<file path="src/design/mnd_pkg.sv">
`timescale 1ns / 1ps

package mnd_pkg;

  // Fixed-point format and image bounds
  localparam int FRAC_BITS   = 24;
  localparam int MAX_COLUMNS = 4096;
  localparam int MAX_ROWS    = 4096;

  // Field widths
  localparam int COORD_W    = 12;
  localparam int CNT_W      = 12;
  localparam int ORG_W      = 28;
  localparam int STEP_W     = 26;
  localparam int C_W        = 32;
  localparam int Z_W        = 40;
  localparam int CFG_IDX_W  = 3;
  localparam int CFG_DATA_W = 28;

  // Iteration datapath: 40x40 products built from 21x21 partial products
  localparam int PART_W    = Z_W / 2;
  localparam int PP_W      = 2 * (PART_W + 1);
  localparam int ACC_W     = 2 * Z_W;
  localparam int ESC_SHIFT = 2 * FRAC_BITS + 2;

  // Reset values of the configuration registers
  localparam logic signed [ORG_W-1:0]  X_ORIGIN_RST = ORG_W'(-33554432);
  localparam logic signed [STEP_W-1:0] X_STEP_RST   = STEP_W'(49152);
  localparam logic signed [ORG_W-1:0]  Y_ORIGIN_RST = ORG_W'(-25165824);
  localparam logic signed [STEP_W-1:0] Y_STEP_RST   = STEP_W'(49152);
  localparam logic [CNT_W-1:0]         LIMIT_RST    = CNT_W'(1000);

  // Configuration register indexes
  typedef enum logic [CFG_IDX_W-1:0] {
    CFG_X_ORIGIN   = 3'd0,
    CFG_X_STEP     = 3'd1,
    CFG_Y_ORIGIN   = 3'd2,
    CFG_Y_STEP     = 3'd3,
    CFG_ITER_LIMIT = 3'd4
  } cfg_reg_t;

  // Point c handed from the front end to the iteration engine
  typedef struct packed {
    logic signed [C_W-1:0] re;
    logic signed [C_W-1:0] im;
  } c_point_t;

  // Point queue status
  typedef struct packed {
    logic full;
    logic empty;
  } fq_stat_t;

endpackage

</file>
<file path="src/design/mnd_fifo.sv">
`timescale 1ns / 1ps

// Small point queue between front end and iteration engine (DEPTH >= 2)
module mnd_fifo #(
  parameter int DEPTH = 2
) (
  input  logic              clk,
  input  logic              rst_n,
  input  logic              push,
  input  mnd_pkg::c_point_t wr_data,
  input  logic              pop,
  output mnd_pkg::c_point_t rd_data,
  output mnd_pkg::fq_stat_t stat
);

  localparam int AW = $clog2(DEPTH);
  localparam int CW = $clog2(DEPTH + 1);

  mnd_pkg::c_point_t mem_r [DEPTH];
  logic [AW-1:0]     wr_ptr_r, wr_ptr_nxt;
  logic [AW-1:0]     rd_ptr_r, rd_ptr_nxt;
  logic [CW-1:0]     count_r, count_nxt;

  // Pointer wrap and occupancy
  always_comb begin
    wr_ptr_nxt = wr_ptr_r;
    rd_ptr_nxt = rd_ptr_r;
    if (push) begin
      wr_ptr_nxt = (wr_ptr_r == AW'(DEPTH - 1)) ? '0 : wr_ptr_r + 1'b1;
    end
    if (pop) begin
      rd_ptr_nxt = (rd_ptr_r == AW'(DEPTH - 1)) ? '0 : rd_ptr_r + 1'b1;
    end
    count_nxt = count_r + CW'(push) - CW'(pop);
  end

  always_ff @(posedge clk) begin
    if (!rst_n) begin
      wr_ptr_r <= '0;
      rd_ptr_r <= '0;
      count_r  <= '0;
    end else begin
      wr_ptr_r <= wr_ptr_nxt;
      rd_ptr_r <= rd_ptr_nxt;
      count_r  <= count_nxt;
    end
  end

  // Storage
  always_ff @(posedge clk) begin
    if (push) begin
      mem_r[wr_ptr_r] <= wr_data;
    end
  end

  assign rd_data    = mem_r[rd_ptr_r];
  assign stat.full  = (count_r == CW'(DEPTH));
  assign stat.empty = (count_r == '0);

endmodule

</file>
<file path="config.mk">
export PLATFORM = sky130hd
export DESIGN_NAME = mnd_fifo
export DESIGN_NICKNAME = d
export VERILOG_FILES = /design/src/design/mnd_pkg.sv /design/src/design/mnd_fifo.sv
export SDC_FILE = /design/constraint.sdc
export NUM_CORES = 1
export LEC_CHECK = 0
export BUFFER_PORTS_ARGS = -buffer_cell sky130_fd_sc_hd__buf_4
export CAP_MARGIN = 20
export CORE_MARGIN = 5
export CORE_UTILIZATION = 35
export DETAILED_ROUTE_END_ITERATION = 7
export SLEW_MARGIN = 20
export SYNTH_ARGS = -nofsm -noshare
export SYNTH_HDL_FRONTEND = slang
export SYNTH_SLANG_ARGS = --single-unit
</file>
<file path="constraint.sdc">
create_clock -name clk -period 11.4 [get_ports clk]
set_input_delay 1.14 -clock clk [delete_from_list [all_inputs] [get_ports clk]]
set_output_delay 1.14 -clock clk [all_outputs]
set_load 0.005 [all_outputs]
</file>
# [Yosys cells after proc, flatten, opt, wreduce, memory -nomap -nowiden]
# Memories as Yosys holds them, arrays and structs flattened. A register that Yosys moved wholly into a read port is not among the register bits.
# Index checks and enable logic that the tools add are counted.
[totals] elab_cells=16 ram_bits=128 output_inout_bits=66 memories=1 reg_bits=4
[memory_table] name="mem_r" words=2 word_bits=64 rd=1 rd_ports_with_merged_regs=1 write_ports=1 line_no="mnd_fifo.sv:19" text="mnd_pkg::c_point_t mem_r [DEPTH];"
[classes] n_eq_ne=1 reduce_logical=1 addsub=4 mux=6
[op_table] op="$mux 1" n=6
[op_table] op="$add 1x1->1 const B" n=2
[op_table] op="$add 2x1->2" n=1
[op_table] op="$eq 2x2->1 const B" n=1
[op_table] op="$logic_not 2->1" n=1
[op_table] op="$sub 2x1->2" n=1

# [Logic depth before layout (Yosys ltp)]
[depth] word_depth=4 ltp_mapped=6 mapped_depth_nobuf=6

# [Worst setup path after synthesis]
# OpenSTA, ideal clock, no wires.
[synth_timing] path_kind="input -> register" from="in push" to="mem mem_r[0][0] (netlist bit), enable pin" path_slack_ps=6920 arrival_ps=3985 stages=1 required_time_ps=10905 path_buffers=0 path_cell_list="nor2b_1"
[synth_via] elab_chain_cells=2
[synth_rtl] item="start, declared" line_no="mnd_fifo.sv:9" text="input logic push,"
[synth_rtl] item="$mux 1" line_no="mnd_fifo.sv:51" text="if (push) begin"
[synth_rtl] item="$mux 1 (implied by the code)" line_no="mnd_fifo.sv:52" text="mem_r[wr_ptr_r] <= wr_data;"
[synth_rtl] item="end, declared" line_no="mnd_fifo.sv:19"
# No other way between the ends.

==> qor_table.md <==
| Result | This run | Unit |
| --- | --- | --- |
| Run status | completed | - |
| Post-DR wirelength/cell | 15.9 | um |
| Top post-synthesis cells by count | sky130_fd_sc_hd__edfxtp_1, sky130_fd_sc_hd__mux2_4, sky130_fd_sc_hd__buf_12, sky130_fd_sc_hd__dfxtp_1 | - |
| Antenna Nets Post-Route | 0 | - |
| Proportion of layout cells with a drive suffix above 1 | 0.605 | - |
| Area of placed instances | 0.00627 | mm^2 |
| Violation count after the first detailed-routing iteration | 79 | - |
| Number of placement rows | 44 | - |
| Fraction of synthesized cell area taken by the top area cell type | 0.747 | - |
| Synth Net Count | 290 | - |
| Syn Std Cell Area | 0.00515 | mm^2 |
| Global-route total usage across every layer | 0.107 | - |
| Clock-pin slew of the registers on the worst-case setup and hold paths | 0.05 | ns |
| Final cell area excluding filler cells | 0.00691 | mm^2 |
| Clk root buf | sky130_fd_sc_hd__clkbuf_16 | - |
| Final hold slack | 0.566 | ns |
| Post-cts resize count | 0 | - |
| Count of flip-flops with a built-in enable after synthesis | 128 | - |
| Number of distinct standard cells referenced by the synthesized netlist | 14 | - |
| Die height | 131 | um |
| Tot Pwr | 1.29 | mW |
| Delay of the slowest cell on the worst path | 0.67 | ns |
| Peak clock frequency supported by timing | 294 | MHz |
| Sink Count | 133 | - |
| Gr ovfl total | 0 | - |
| Worst-path cell chain | buf_4 -> mux2_4 -> buf_4 | - |
| Required time of the critical path | 10.26 | ns |
| R2r setup slk | 9.58 | ns |
| Crit. End Element | output pin | - |
| Detailed Route WL | 8990 | um |
| Transition time at the pin with the least slew margin | 0.898 | ns |
| Crit path arrival time | 2.26 | ns |
| Area of the placeable core | 0.0145 | mm^2 |
| Final worst clock skew | 0.00358 | ns |
| Area taken by multi-input logic gates | 0.00107 | mm^2 |
| Highest net fanout along the worst path | 40 | - |
| Number of nets in the layout | 437 | - |
| Max layer used | met4 | - |
| Post-route clock period utilization | 0.299 | - |
| Setup Buffers After CTS | 0 | - |
| Initial Utilization | 0.355 | - |
| Fill cells | 1222 | - |
| Gate count of the mapped netlist | 220 | - |
| Worst hold path type | flip-flop to flip-flop | - |
| Number of warnings printed during yosys synthesis | 0 | - |
| Highest-delay cell along the critical path | sky130_fd_sc_hd__buf_4 | - |
| Maximum count of clock buffers along a single path | 2 | - |
| Combined flip-flop and latch cell area | 0.00395 | mm^2 |
| Cell Count Post-Placement | 532 | - |
| Number of synthesized register bits | 133 | - |
| Setup CP Type | flip-flop to output pin | - |
| Sequential area share after synthesis | 0.766 | - |
| Maximum number of pins on one net before global-route repair | 65 | - |
| Clock tree from TritonCTS | yes | - |
| Global placement routability congestion | 0.657 | - |
| First-pass iteration count of the detailed router | 4 | - |
| DR WL met2 | 4570 | um |
| Global-route wire length before repair | 14300 | um |
| Post-synthesis average cell area | 23.4 | um^2 |
| Layout overhead on the synthesized area | 34.3 | % |
| Number of top-level design ports | 134 | - |
| Horiz. Die Dim | 131 | um |
| Clock latency on the worst-skew pair | 0.41 | ns |
| Cell type with the highest aggregate area in the netlist | sky130_fd_sc_hd__edfxtp_1 | - |
| Combined buffer and inverter count along the critical path | 2 | - |
| Library cell with the highest instance count after synthesis | sky130_fd_sc_hd__edfxtp_1 | - |
| DRC | 0 | - |
| Setup repair after global routing missed its margin | no | - |
| Minimum period implied by the final worst setup slack | 3.40 | ns |
| Post-DR vias/cell | 4.37 | - |
| Final hold violation count | 0 | - |
| Post-CTS Hold Fix Bufs | 0 | - |
| Number of pins exceeding their max-slew limit in the final report | 0 | - |
| Number of port buffers | 133 | - |
| Synth Flop Type | sky130_fd_sc_hd__edfxtp_1 | - |
| Ant. Diodes | 0 | - |
| Kind of launch point of the worst setup path | flip-flop | - |
| Number of global-route vias before repair | 2781 | - |
| Initial antenna violation count | 0 | - |
| Layout Cells excl Fill | 564 | - |
| Peak supply drop | 101 | uV |
| Cell mode on critical path | sky130_fd_sc_hd__buf_4 | - |
| Worst max-slew margin expressed relative to the limit | 0.401 | - |
| CTS H-tree lvls | 4 | - |
| Leak | 2.73 | nW |
| Met3 routed wirelength | 701 | um |
| Detailed-route wire length on metal 1 | 3520 | um |
| Max Cap Viol | 0 | - |
| Top cells by area in the synthesized netlist | sky130_fd_sc_hd__edfxtp_1, sky130_fd_sc_hd__mux2_4, sky130_fd_sc_hd__buf_12 | - |
| CP delay by family, top | buffers and inverters | - |
| Total clock buffers created by CTS | 17 | - |
| Share of flip-flops with an asynchronous set or reset | 0 | - |
| Count of vias placed by the detailed router | 2462 | - |
| Number of failing setup endpoints in the final timing report | 0 | - |
| Die ar. | 0.0172 | mm^2 |
| Sum of negative setup slack | 0 | ns |
| PD cells | 187 | mW/mm^2 |
-- cells in the final DEF (no fill, tap or decap), types with 2 or more instances in the layout --
master,count
sky130_fd_sc_hd__edfxtp_1,128
sky130_fd_sc_hd__mux2_2,4
sky130_fd_sc_hd__and2_1,3
sky130_fd_sc_hd__buf_4,135
sky130_fd_sc_hd__nor2b_1,3
sky130_fd_sc_hd__clkinv_1,3
sky130_fd_sc_hd__inv_1,2
sky130_fd_sc_hd__clkbuf_16,17
sky130_fd_sc_hd__clkinv_4,2
sky130_fd_sc_hd__bufinv_16,5
sky130_fd_sc_hd__clkinvlp_4,4
sky130_fd_sc_hd__mux2_4,60
sky130_fd_sc_hd__dfxtp_1,4
sky130_fd_sc_hd__ha_1,2
-- path summary, 6_finish.rpt --
kind	cells past startpoint	startpoint	to
worst max register to register	2	wr_ptr_r	mem_r[0][46]
worst max-delay path	3	flip-flop	rd_data[24]
worst min-delay path	2	rd_ptr_r	flip-flop
worst min register to register	2	rd_ptr_r	flip-flop
-- metal layers --
metal  up-vias  GRT usage
li1       1157          -
met2        84      0.178
met5         -          0
met1      1204      0.113
met3        17     0.0520
met4         0     0.0566
-- flip-flops by register name (all words and copies together) (netlist names), named ones only --
name / cells
rd_ptr_r: 1
count_r: 2
mem_r: 128
wr_ptr_r: 1
-- worst register-to-register path, stage by stage (launching register included) --
cell and delay [ns]:
sky130_fd_sc_hd__dfxtp_1 0.34, sky130_fd_sc_hd__nor2b_4 0.41, sky130_fd_sc_hd__buf_4 0.63
-- where the power goes --
group | switching, mW | internal (mW)
clock network | 0.192 | 0.386
registers | 0.0120 | 0.566
logic | 0.0481 | 0.0868
total | 0.252 | 1.04
-- stage by stage --
step | utilization | setup WS, ns
2_1_floorplan | - | 6.92
3_3_place_gp | 0.433 | 8.39
3_5_place_dp | 0.433 | 8.37
4_1_cts | 0.477 | 7.92
5_1_grt | 0.477 | 7.87
6_report | 0.477 | 8.00
-- cell type report --
cell class	instances	area share
Sequential cell	133	0.571
Clock inverter	14	0.0302
Tap cell	184	0.0333
Multi-Input combinational cell	78	0.155
Clock buffer	18	0.0621
Inverter	2	0.00109
Timing Repair Buffer	135	0.147
-- cell families after synthesis --
| logic type | count (synthesis) | synth area share |
|---|---|---|
| flops | 133 | 0.766 |
| mux | 64 | 0.184 |
| buf+inv | 9 | 0.0270 |
| simple gates | 9 | 0.0105 |
| xor+xnor | 2 | 0.00608 |
| fa+ha+maj | 2 | 0.00486 |
| compound gates | 1 | 0.00146 |
(Power assumes the default switching activity.)
