File: src/design/mnd_pkg.sv
`timescale 1ns / 1ps

package mnd_pkg;

  // Fixed-point format and image bounds
  localparam int FRAC_BITS   = 24;
  localparam int MAX_COLUMNS = 4096;
  localparam int MAX_ROWS    = 4096;

  // Field widths
  localparam int COORD_W    = 12;
  localparam int CNT_W      = 12;
  localparam int ORG_W      = 28;
  localparam int STEP_W     = 26;
  localparam int C_W        = 32;
  localparam int Z_W        = 40;
  localparam int CFG_IDX_W  = 3;
  localparam int CFG_DATA_W = 28;

  // Iteration datapath: 40x40 products built from 21x21 partial products
  localparam int PART_W    = Z_W / 2;
  localparam int PP_W      = 2 * (PART_W + 1);
  localparam int ACC_W     = 2 * Z_W;
  localparam int ESC_SHIFT = 2 * FRAC_BITS + 2;

  // Reset values of the configuration registers
  localparam logic signed [ORG_W-1:0]  X_ORIGIN_RST = ORG_W'(-33554432);
  localparam logic signed [STEP_W-1:0] X_STEP_RST   = STEP_W'(49152);
  localparam logic signed [ORG_W-1:0]  Y_ORIGIN_RST = ORG_W'(-25165824);
  localparam logic signed [STEP_W-1:0] Y_STEP_RST   = STEP_W'(49152);
  localparam logic [CNT_W-1:0]         LIMIT_RST    = CNT_W'(1000);

  // Configuration register indexes
  typedef enum logic [CFG_IDX_W-1:0] {
    CFG_X_ORIGIN   = 3'd0,
    CFG_X_STEP     = 3'd1,
    CFG_Y_ORIGIN   = 3'd2,
    CFG_Y_STEP     = 3'd3,
    CFG_ITER_LIMIT = 3'd4
  } cfg_reg_t;

  // Point c handed from the front end to the iteration engine
  typedef struct packed {
    logic signed [C_W-1:0] re;
    logic signed [C_W-1:0] im;
  } c_point_t;

  // Point queue status
  typedef struct packed {
    logic full;
    logic empty;
  } fq_stat_t;

endpackage

File: src/design/mnd_pix_if.sv
`timescale 1ns / 1ps

interface mnd_pix_if;
  logic                       valid;
  logic                       ready;
  logic [mnd_pkg::COORD_W-1:0] column;
  logic [mnd_pkg::COORD_W-1:0] row;

  modport source (output valid, column, row, input ready);
  modport sink   (input valid, column, row, output ready);
endinterface

File: src/design/mnd_front.sv
`timescale 1ns / 1ps

// Pixel to point c: clamp, scale (stage A), add origin and saturate (stage B)
module mnd_front (
  input  logic                                clk,
  input  logic                                rst_n,
  mnd_pix_if.sink                             in_pix,
  input  logic signed [mnd_pkg::ORG_W-1:0]    x_origin,
  input  logic signed [mnd_pkg::STEP_W-1:0]   x_step,
  input  logic signed [mnd_pkg::ORG_W-1:0]    y_origin,
  input  logic signed [mnd_pkg::STEP_W-1:0]   y_step,
  output logic                                push,
  output mnd_pkg::c_point_t                   push_data,
  input  mnd_pkg::fq_stat_t                   stat
);

  localparam int PROD_W = mnd_pkg::COORD_W + 1 + mnd_pkg::STEP_W;
  localparam int SUM_W  = PROD_W + 1;

  function automatic logic signed [mnd_pkg::C_W-1:0] sat_c(logic signed [SUM_W-1:0] v);
    logic [SUM_W-mnd_pkg::C_W:0] top;
    top = v[SUM_W-1:mnd_pkg::C_W-1];
    if ((&top) || !(|top)) begin
      return v[mnd_pkg::C_W-1:0];
    end else if (v[SUM_W-1]) begin
      return {1'b1, {(mnd_pkg::C_W-1){1'b0}}};
    end else begin
      return {1'b0, {(mnd_pkg::C_W-1){1'b1}}};
    end
  endfunction

  logic [mnd_pkg::COORD_W-1:0] col_cl, row_cl;
  logic signed [PROD_W-1:0]    prod_re, prod_im;
  logic signed [PROD_W-1:0]    prod_re_r, prod_im_r;
  logic                        a_valid_r, a_valid_nxt;
  logic                        accept;
  logic signed [SUM_W-1:0]     sum_re, sum_im;

  // Clamp indexes to the image
  always_comb begin
    col_cl = (int'(in_pix.column) > mnd_pkg::MAX_COLUMNS - 1) ?
             mnd_pkg::COORD_W'(mnd_pkg::MAX_COLUMNS - 1) : in_pix.column;
    row_cl = (int'(in_pix.row) > mnd_pkg::MAX_ROWS - 1) ?
             mnd_pkg::COORD_W'(mnd_pkg::MAX_ROWS - 1) : in_pix.row;
  end

  assign prod_re = $signed({1'b0, col_cl}) * x_step;
  assign prod_im = $signed({1'b0, row_cl}) * y_step;

  // Stage A handshake: holds while the queue is full
  assign push         = a_valid_r && !stat.full;
  assign in_pix.ready = !a_valid_r || push;
  assign accept       = in_pix.valid && in_pix.ready;

  always_comb begin
    a_valid_nxt = a_valid_r;
    if (accept) begin
      a_valid_nxt = 1'b1;
    end else if (push) begin
      a_valid_nxt = 1'b0;
    end
  end

  always_ff @(posedge clk) begin
    if (!rst_n) begin
      a_valid_r <= 1'b0;
    end else begin
      a_valid_r <= a_valid_nxt;
    end
  end

  always_ff @(posedge clk) begin
    if (accept) begin
      prod_re_r <= prod_re;
      prod_im_r <= prod_im;
    end
  end

  // Stage B: origin add and saturate into the queue word
  assign sum_re = $signed({prod_re_r[PROD_W-1], prod_re_r}) +
                  $signed({{(SUM_W-mnd_pkg::ORG_W){x_origin[mnd_pkg::ORG_W-1]}}, x_origin});
  assign sum_im = $signed({prod_im_r[PROD_W-1], prod_im_r}) +
                  $signed({{(SUM_W-mnd_pkg::ORG_W){y_origin[mnd_pkg::ORG_W-1]}}, y_origin});

  assign push_data.re = sat_c(sum_re);
  assign push_data.im = sat_c(sum_im);

endmodule

File: src/flat_wrapper.sv
// flat-port wrapper written by rule: the top's interface ports become plain ports
module mnd_front_flat 
  (clk, rst_n, x_origin, x_step, y_origin, y_step, push, push_data, stat, in_pix_valid, in_pix_column, in_pix_row, in_pix_ready);
  mnd_pix_if in_pix_i ();
  input  logic clk;
  input  logic rst_n;
  input  logic signed [mnd_pkg::ORG_W-1:0] x_origin;
  input  logic signed [mnd_pkg::STEP_W-1:0] x_step;
  input  logic signed [mnd_pkg::ORG_W-1:0] y_origin;
  input  logic signed [mnd_pkg::STEP_W-1:0] y_step;
  output logic push;
  output mnd_pkg::c_point_t push_data;
  input  mnd_pkg::fq_stat_t stat;
  input wire logic [$bits(in_pix_i.valid)-1:0] in_pix_valid;
  input wire logic [$bits(in_pix_i.column)-1:0] in_pix_column;
  input wire logic [$bits(in_pix_i.row)-1:0] in_pix_row;
  output wire logic [$bits(in_pix_i.ready)-1:0] in_pix_ready;
  assign in_pix_i.valid = in_pix_valid;
  assign in_pix_i.column = in_pix_column;
  assign in_pix_i.row = in_pix_row;
  assign in_pix_ready = in_pix_i.ready;
  mnd_front u_core (.clk(clk), .rst_n(rst_n), .in_pix(in_pix_i), .x_origin(x_origin), .x_step(x_step), .y_origin(y_origin), .y_step(y_step), .push(push), .push_data(push_data), .stat(stat));
endmodule
File: config.mk
export PLATFORM = sky130hd
export DESIGN_NAME = mnd_front_flat
export DESIGN_NICKNAME = d
export VERILOG_FILES = /design/src/design/mnd_pkg.sv /design/src/design/mnd_pix_if.sv /design/src/design/mnd_front.sv /design/src/flat_wrapper.sv
export SDC_FILE = /design/constraint.sdc
export NUM_CORES = 2
export LEC_CHECK = 0
export ABC_CLOCK_PERIOD_IN_PS = 17200
export BUFFER_PORTS_ARGS = -buffer_cell sky130_fd_sc_hd__buf_2
export CAP_MARGIN = 40
export CORE_MARGIN = 5
export CORE_UTILIZATION = 30
export CTS_CLUSTER_DIAMETER = 200
export DETAILED_ROUTE_END_ITERATION = 10
export PLACE_DENSITY = 0.46
export SKIP_LAST_GASP = 1
export SLEW_MARGIN = 20
export SYNTH_ARGS = -nofsm -noshare
export SYNTH_HDL_FRONTEND = slang
export SYNTH_SLANG_ARGS = --single-unit
File: constraint.sdc
create_clock -name clk -period 17.2 [get_ports clk]
set_clock_uncertainty 0.05 [all_clocks]
set_input_delay 1.72 -clock clk [delete_from_list [all_inputs] [get_ports clk]]
set_output_delay 1.72 -clock clk [all_outputs]
set_load 0.01 [all_outputs]
* Word level (Yosys, flattened, before mapping) *
Cells that the tools add are included.
W data, S select, Z words.

storage, ports and cells
  output and inout bits = 66
  logic and storage cells = 27
  input port bits = 137
  bits in registers = 79

cells by class
  $add $sub $neg = 2
  reductions and logical operators = 14
  multiply operators = 2
  mux-type cells = 6

operators by type and width
  kind                 number
  $mux W32             4
  $add A39 B28 Y40     2
  $mul A13 B26 Y39     2
  $reduce_and A9 Y1    2
  $reduce_or A9 Y1     2
  $logic_not A1 Y1     4
  $logic_or A1 B1 Y1   3
  $logic_and A1 B1 Y1  2
  $mux W1              2
  $reduce_bool A2 Y1   1

* Longest topological paths before layout *
  word-level depth = 5
  depth in mapped cells = 24
  mapped depth without buffers = 23

* Worst setup path after synthesis *
OpenSTA, ideal clock, no wires.

  path kind = input to register
  start point = in in_pix_column[4]
  end point = reg u_core.prod_re_r[37] (data pin)
  path buffers = 2
  slack = 9554 ps
  required time = 16892 ps
  data arrival time = 7338 ps
  cell stages on the path = 23
  library setup time = 258 ps
  path through = clkbuf_1 -> clkbuf_1 -> nand2_1 -> fa_1 -> fa_1 -> inv_1 -> fa_1 -> fa_1 -> inv_1 -> fa_1 -> inv_1 -> ha_1 -> a21o_1 -> a21o_1 -> a21o_1 -> a31o_1 -> a311o_1 -> a311o_1 -> nand2_1 -> o21ai_1 -> or3_1 -> a31oi_1 -> xnor2_1

between the ends
  word-level cells in the longest chain between the ends = 1

ends and longest elaborated chain
  what                    line                text
  start, declared         flat_wrapper.sv:15  input wire logic [$bits(in_pix_i.column)-1:0] in_pix_column;
  $mul A13 B26 Y39        mnd_front.sv:47     assign prod_re = $signed({1'b0, col_cl}) * x_step;
  via u_core.prod_re[37]  mnd_front.sv:33     logic signed [PROD_W-1:0] prod_re, prod_im;
  end signal, assigned    mnd_front.sv:74     prod_re_r <= prod_re;
  end, declared           mnd_front.sv:34     logic signed [PROD_W-1:0] prod_re_r, prod_im_r;

The timed path passes the listed nets, and every way through them passes these cells.
A chain may end at the register's enable or synchronous reset.

* Final worst setup path *
  start point = in in_pix_column[4]
  end point = reg u_core.prod_re_r[25] (data pin)

Same word-level chain as after synthesis.

==> flow_summary_export.csv <==
group,metric,value,unit
sta,rsz0062_at_grt,"false",
place,io_buffers,201,
worst_setup_path,crit_type,"primary input to flip-flop",
place,hpwl,65500,um
final_layout,fin_cells,4724,
floorplanning,initial_core_util,0.303,
place,dpl_cell_area,0.0313,mm^2
global_routing,overflow,0,
route,drc,0,
clocking,cts-root-buf,"clkbuf_16",
clocking,cts_max_level,3,
global_routing,grt_pass1_vias,23458,
place,placed_cells,4697,
final_layout,final_common_cell,"inv_1",
sta,drv_slew,0,
clocking,cts_setup_buffers,0,
final_layout,drive_gt1_frac,0.0815,
final_layout,layout_common_cells,"775 x inv_1, 558 x fa_1, 408 x nand2_1, 307 x and2_1, 252 x ha_1",
route,dr.first_iter.drc_count,910,
sta,worstMarginPinSlew,0.801,ns
synthesis,synthesis.area,0.0293,mm^2
route,vias,21730,
synthesis,ys_types,70,
worst_setup_path,worstRegToRegCells,4,
outcome,status,"complete, no violations",
sta,layout_min_cycle_time,7.86,ns
place,place.gp.congestion,0.838,
clocking,clock_sinks,79,
floorplanning,dieArea,0.104,mm^2
synthesis,ys.flop_type,"edfxtp_1",
sta,maxSlewHeadroom,0.466,
worst_setup_path,reg2reg_to,"u_core.prod_re_r[35]",
route,ant_nets,0,
clocking,cts.repair.resized,0,
worst_setup_path,worst_ep_required_time,17.28,ns
synthesis,synth-edff-count,78,
job,drv_cap,0,
clocking,cts_buffer_depth,2,
clocking,path_clk_slew,0.07,ns
global_routing,grt_usage,0.153,
floorplanning,die_h,322,um
worst_setup_path,cp_max_fo,26,
clocking,hold_buffers,0,
route,wl,77500,um
global_routing,grt_max_degree,51,
synthesis,synth_seq_area_share,0.0807,
worst_setup_path,crit-reg2reg-launch,"u_core.a_valid_r",
global_routing,antenna_found_initial,13,
min_path,hp-class,"flip-flop to flip-flop",
worst_setup_path,startpoint,"in_pix_column[4]",
synthesis,yosys_register_bits,79,
worst_setup_path,arrival,7.94,ns
clocking,cts_tree,"yes",
synthesis,async_flop_share,0,
floorplanning,core,0.0967,mm^2
final_layout,area_growth,8.27,%
sta,max_freq,0.127,GHz
sta,tns,0,ns
worst_setup_path,worstSetupEndpointType,"flip-flop",
sta,setup_viol,0,
global_routing,grt_pass1_wl,128000,um
route,first_pass_iters,5,
route,wl_per_cell,16.4,um
synthesis,yosys_warnings,0,
floorplanning,ios,203,
synthesis,syn_inst,3358,
synthesis,synth_nets,4305,
route,routed_via_density,4.60,
sta,hold_viol,0,
worst_setup_path,critPathCapture,"u_core.prod_re_r[25]",
final_layout,nNetsFinal,4379,
floorplanning,rows,114,
synthesis,synth.avg_cell_area,8.71,um^2
clocking,numCtsBuffers,9,
sta,post-route-period-util,0.457,
worst_setup_path,start_kind,"primary input",
min_path,holdCritStartpoint,"u_core.a_valid_r",
floorplanning,die_x,322,um
worst_setup_path,r2r_slack,15.58,ns
final_layout,stdcell_area,0.0317,mm^2
min_path,hold_depth,2,
clocking,clk_latency,0.36,ns
-- metal layers --
layer,part of all wire,global-route usage
met1,0.48,0.215
met2,0.47,0.258
met3,0.043,0.0220
met4,0.0095,0.0194
met5,0.00035,0
-- critical path: stages --
cell and delay, ns:
buf_2 0.58, nand2_1 0.18, fa_1 0.54, fa_1 0.39
inv_1 0.07, fa_1 0.45, fa_1 0.55, inv_1 0.05
fa_1 0.47, inv_1 0.04, ha_1 0.34, o21a_1 0.13
o21ai_0 0.15, nand2_1 0.09, o21ai_0 0.08, a31oi_1 0.49
nand2_1 0.20, o21ai_1 0.33, a21boi_0 0.26, o21ai_1 0.30
a31oi_1 0.14, xnor2_1 0.34
-- state kept, by name, summed over array words and instances (netlist names) --
name and count:
u_core.a_valid_r 1, u_core.prod_im_r 39, u_core.prod_re_r 39
-- final cells by class --
cell class | instances | area [um^2]
Tap cell | 1276 | 1600
Inverter | 775 | 2910
Multi-Input combinational cell | 2359 | 23400
Antenna cell | 11 | 27.5
Timing Repair Buffer | 208 | 1090
Clock inverter | 7 | 96.3
Fill cell | 10364 | 65000
Clock buffer | 9 | 225
Sequential cell | 79 | 2360
-- cells in the mapped netlist (18+ instances only) --
master,instances,area [um^2]
and2_1,308,1930
ha_1,252,3150
fa_1,558,11200
nor2_1,78,293
inv_1,775,2910
nand3_1,34,170
nand2b_1,18,113
clkbuf_1,125,469
nand2_1,408,1530
xor2_1,56,490
a21o_1,68,510
nand4_1,19,119
edfxtp_1,78,2340
a31oi_1,18,113
xnor2_1,90,788
o21ai_0,50,250
o21ai_2,31,272
a21oi_1,117,586
o21ai_1,46,230
nor3_1,19,95.1
o21a_1,23,173
-- how the worst min path moves through the flow --
stage	end
finish	u_core.a_valid_r
global route	u_core.a_valid_r
CTS	u_core.a_valid_r
detailed placement	u_core.a_valid_r
global placement	u_core.a_valid_r
floorplan	u_core.a_valid_r
-- through the flow --
| stage | hold WS, ns | util | worst slack [ns] |
|---|---|---|---|
| after floorplan | 0.437 | - | 9.55 |
| after global placement | 0.469 | 0.323 | 8.95 |
| after detailed placement | 0.497 | 0.324 | 8.96 |
| after CTS | 0.510 | 0.327 | 9.35 |
| after global routing | 0.552 | 0.327 | 8.97 |
| final | 0.495 | 0.328 | 9.34 |
-- logic make-up after synthesis --
| group | count (synthesis) | share of synthesized area |
|---|---|---|
| buffers and inverters | 920 | 0.121 |
| flip-flops | 79 | 0.0807 |
| AO/OA/AOI/OAI | 459 | 0.105 |
| XOR/XNOR | 146 | 0.0437 |
| adder cells (fa/ha/maj) | 810 | 0.490 |
| AND/OR/NAND/NOR | 943 | 0.159 |
| multiplexers | 1 | 0.000770 |
Power is not shown: default switching activity piles up to over one toggle a cycle in this logic, so the estimate is an artifact.
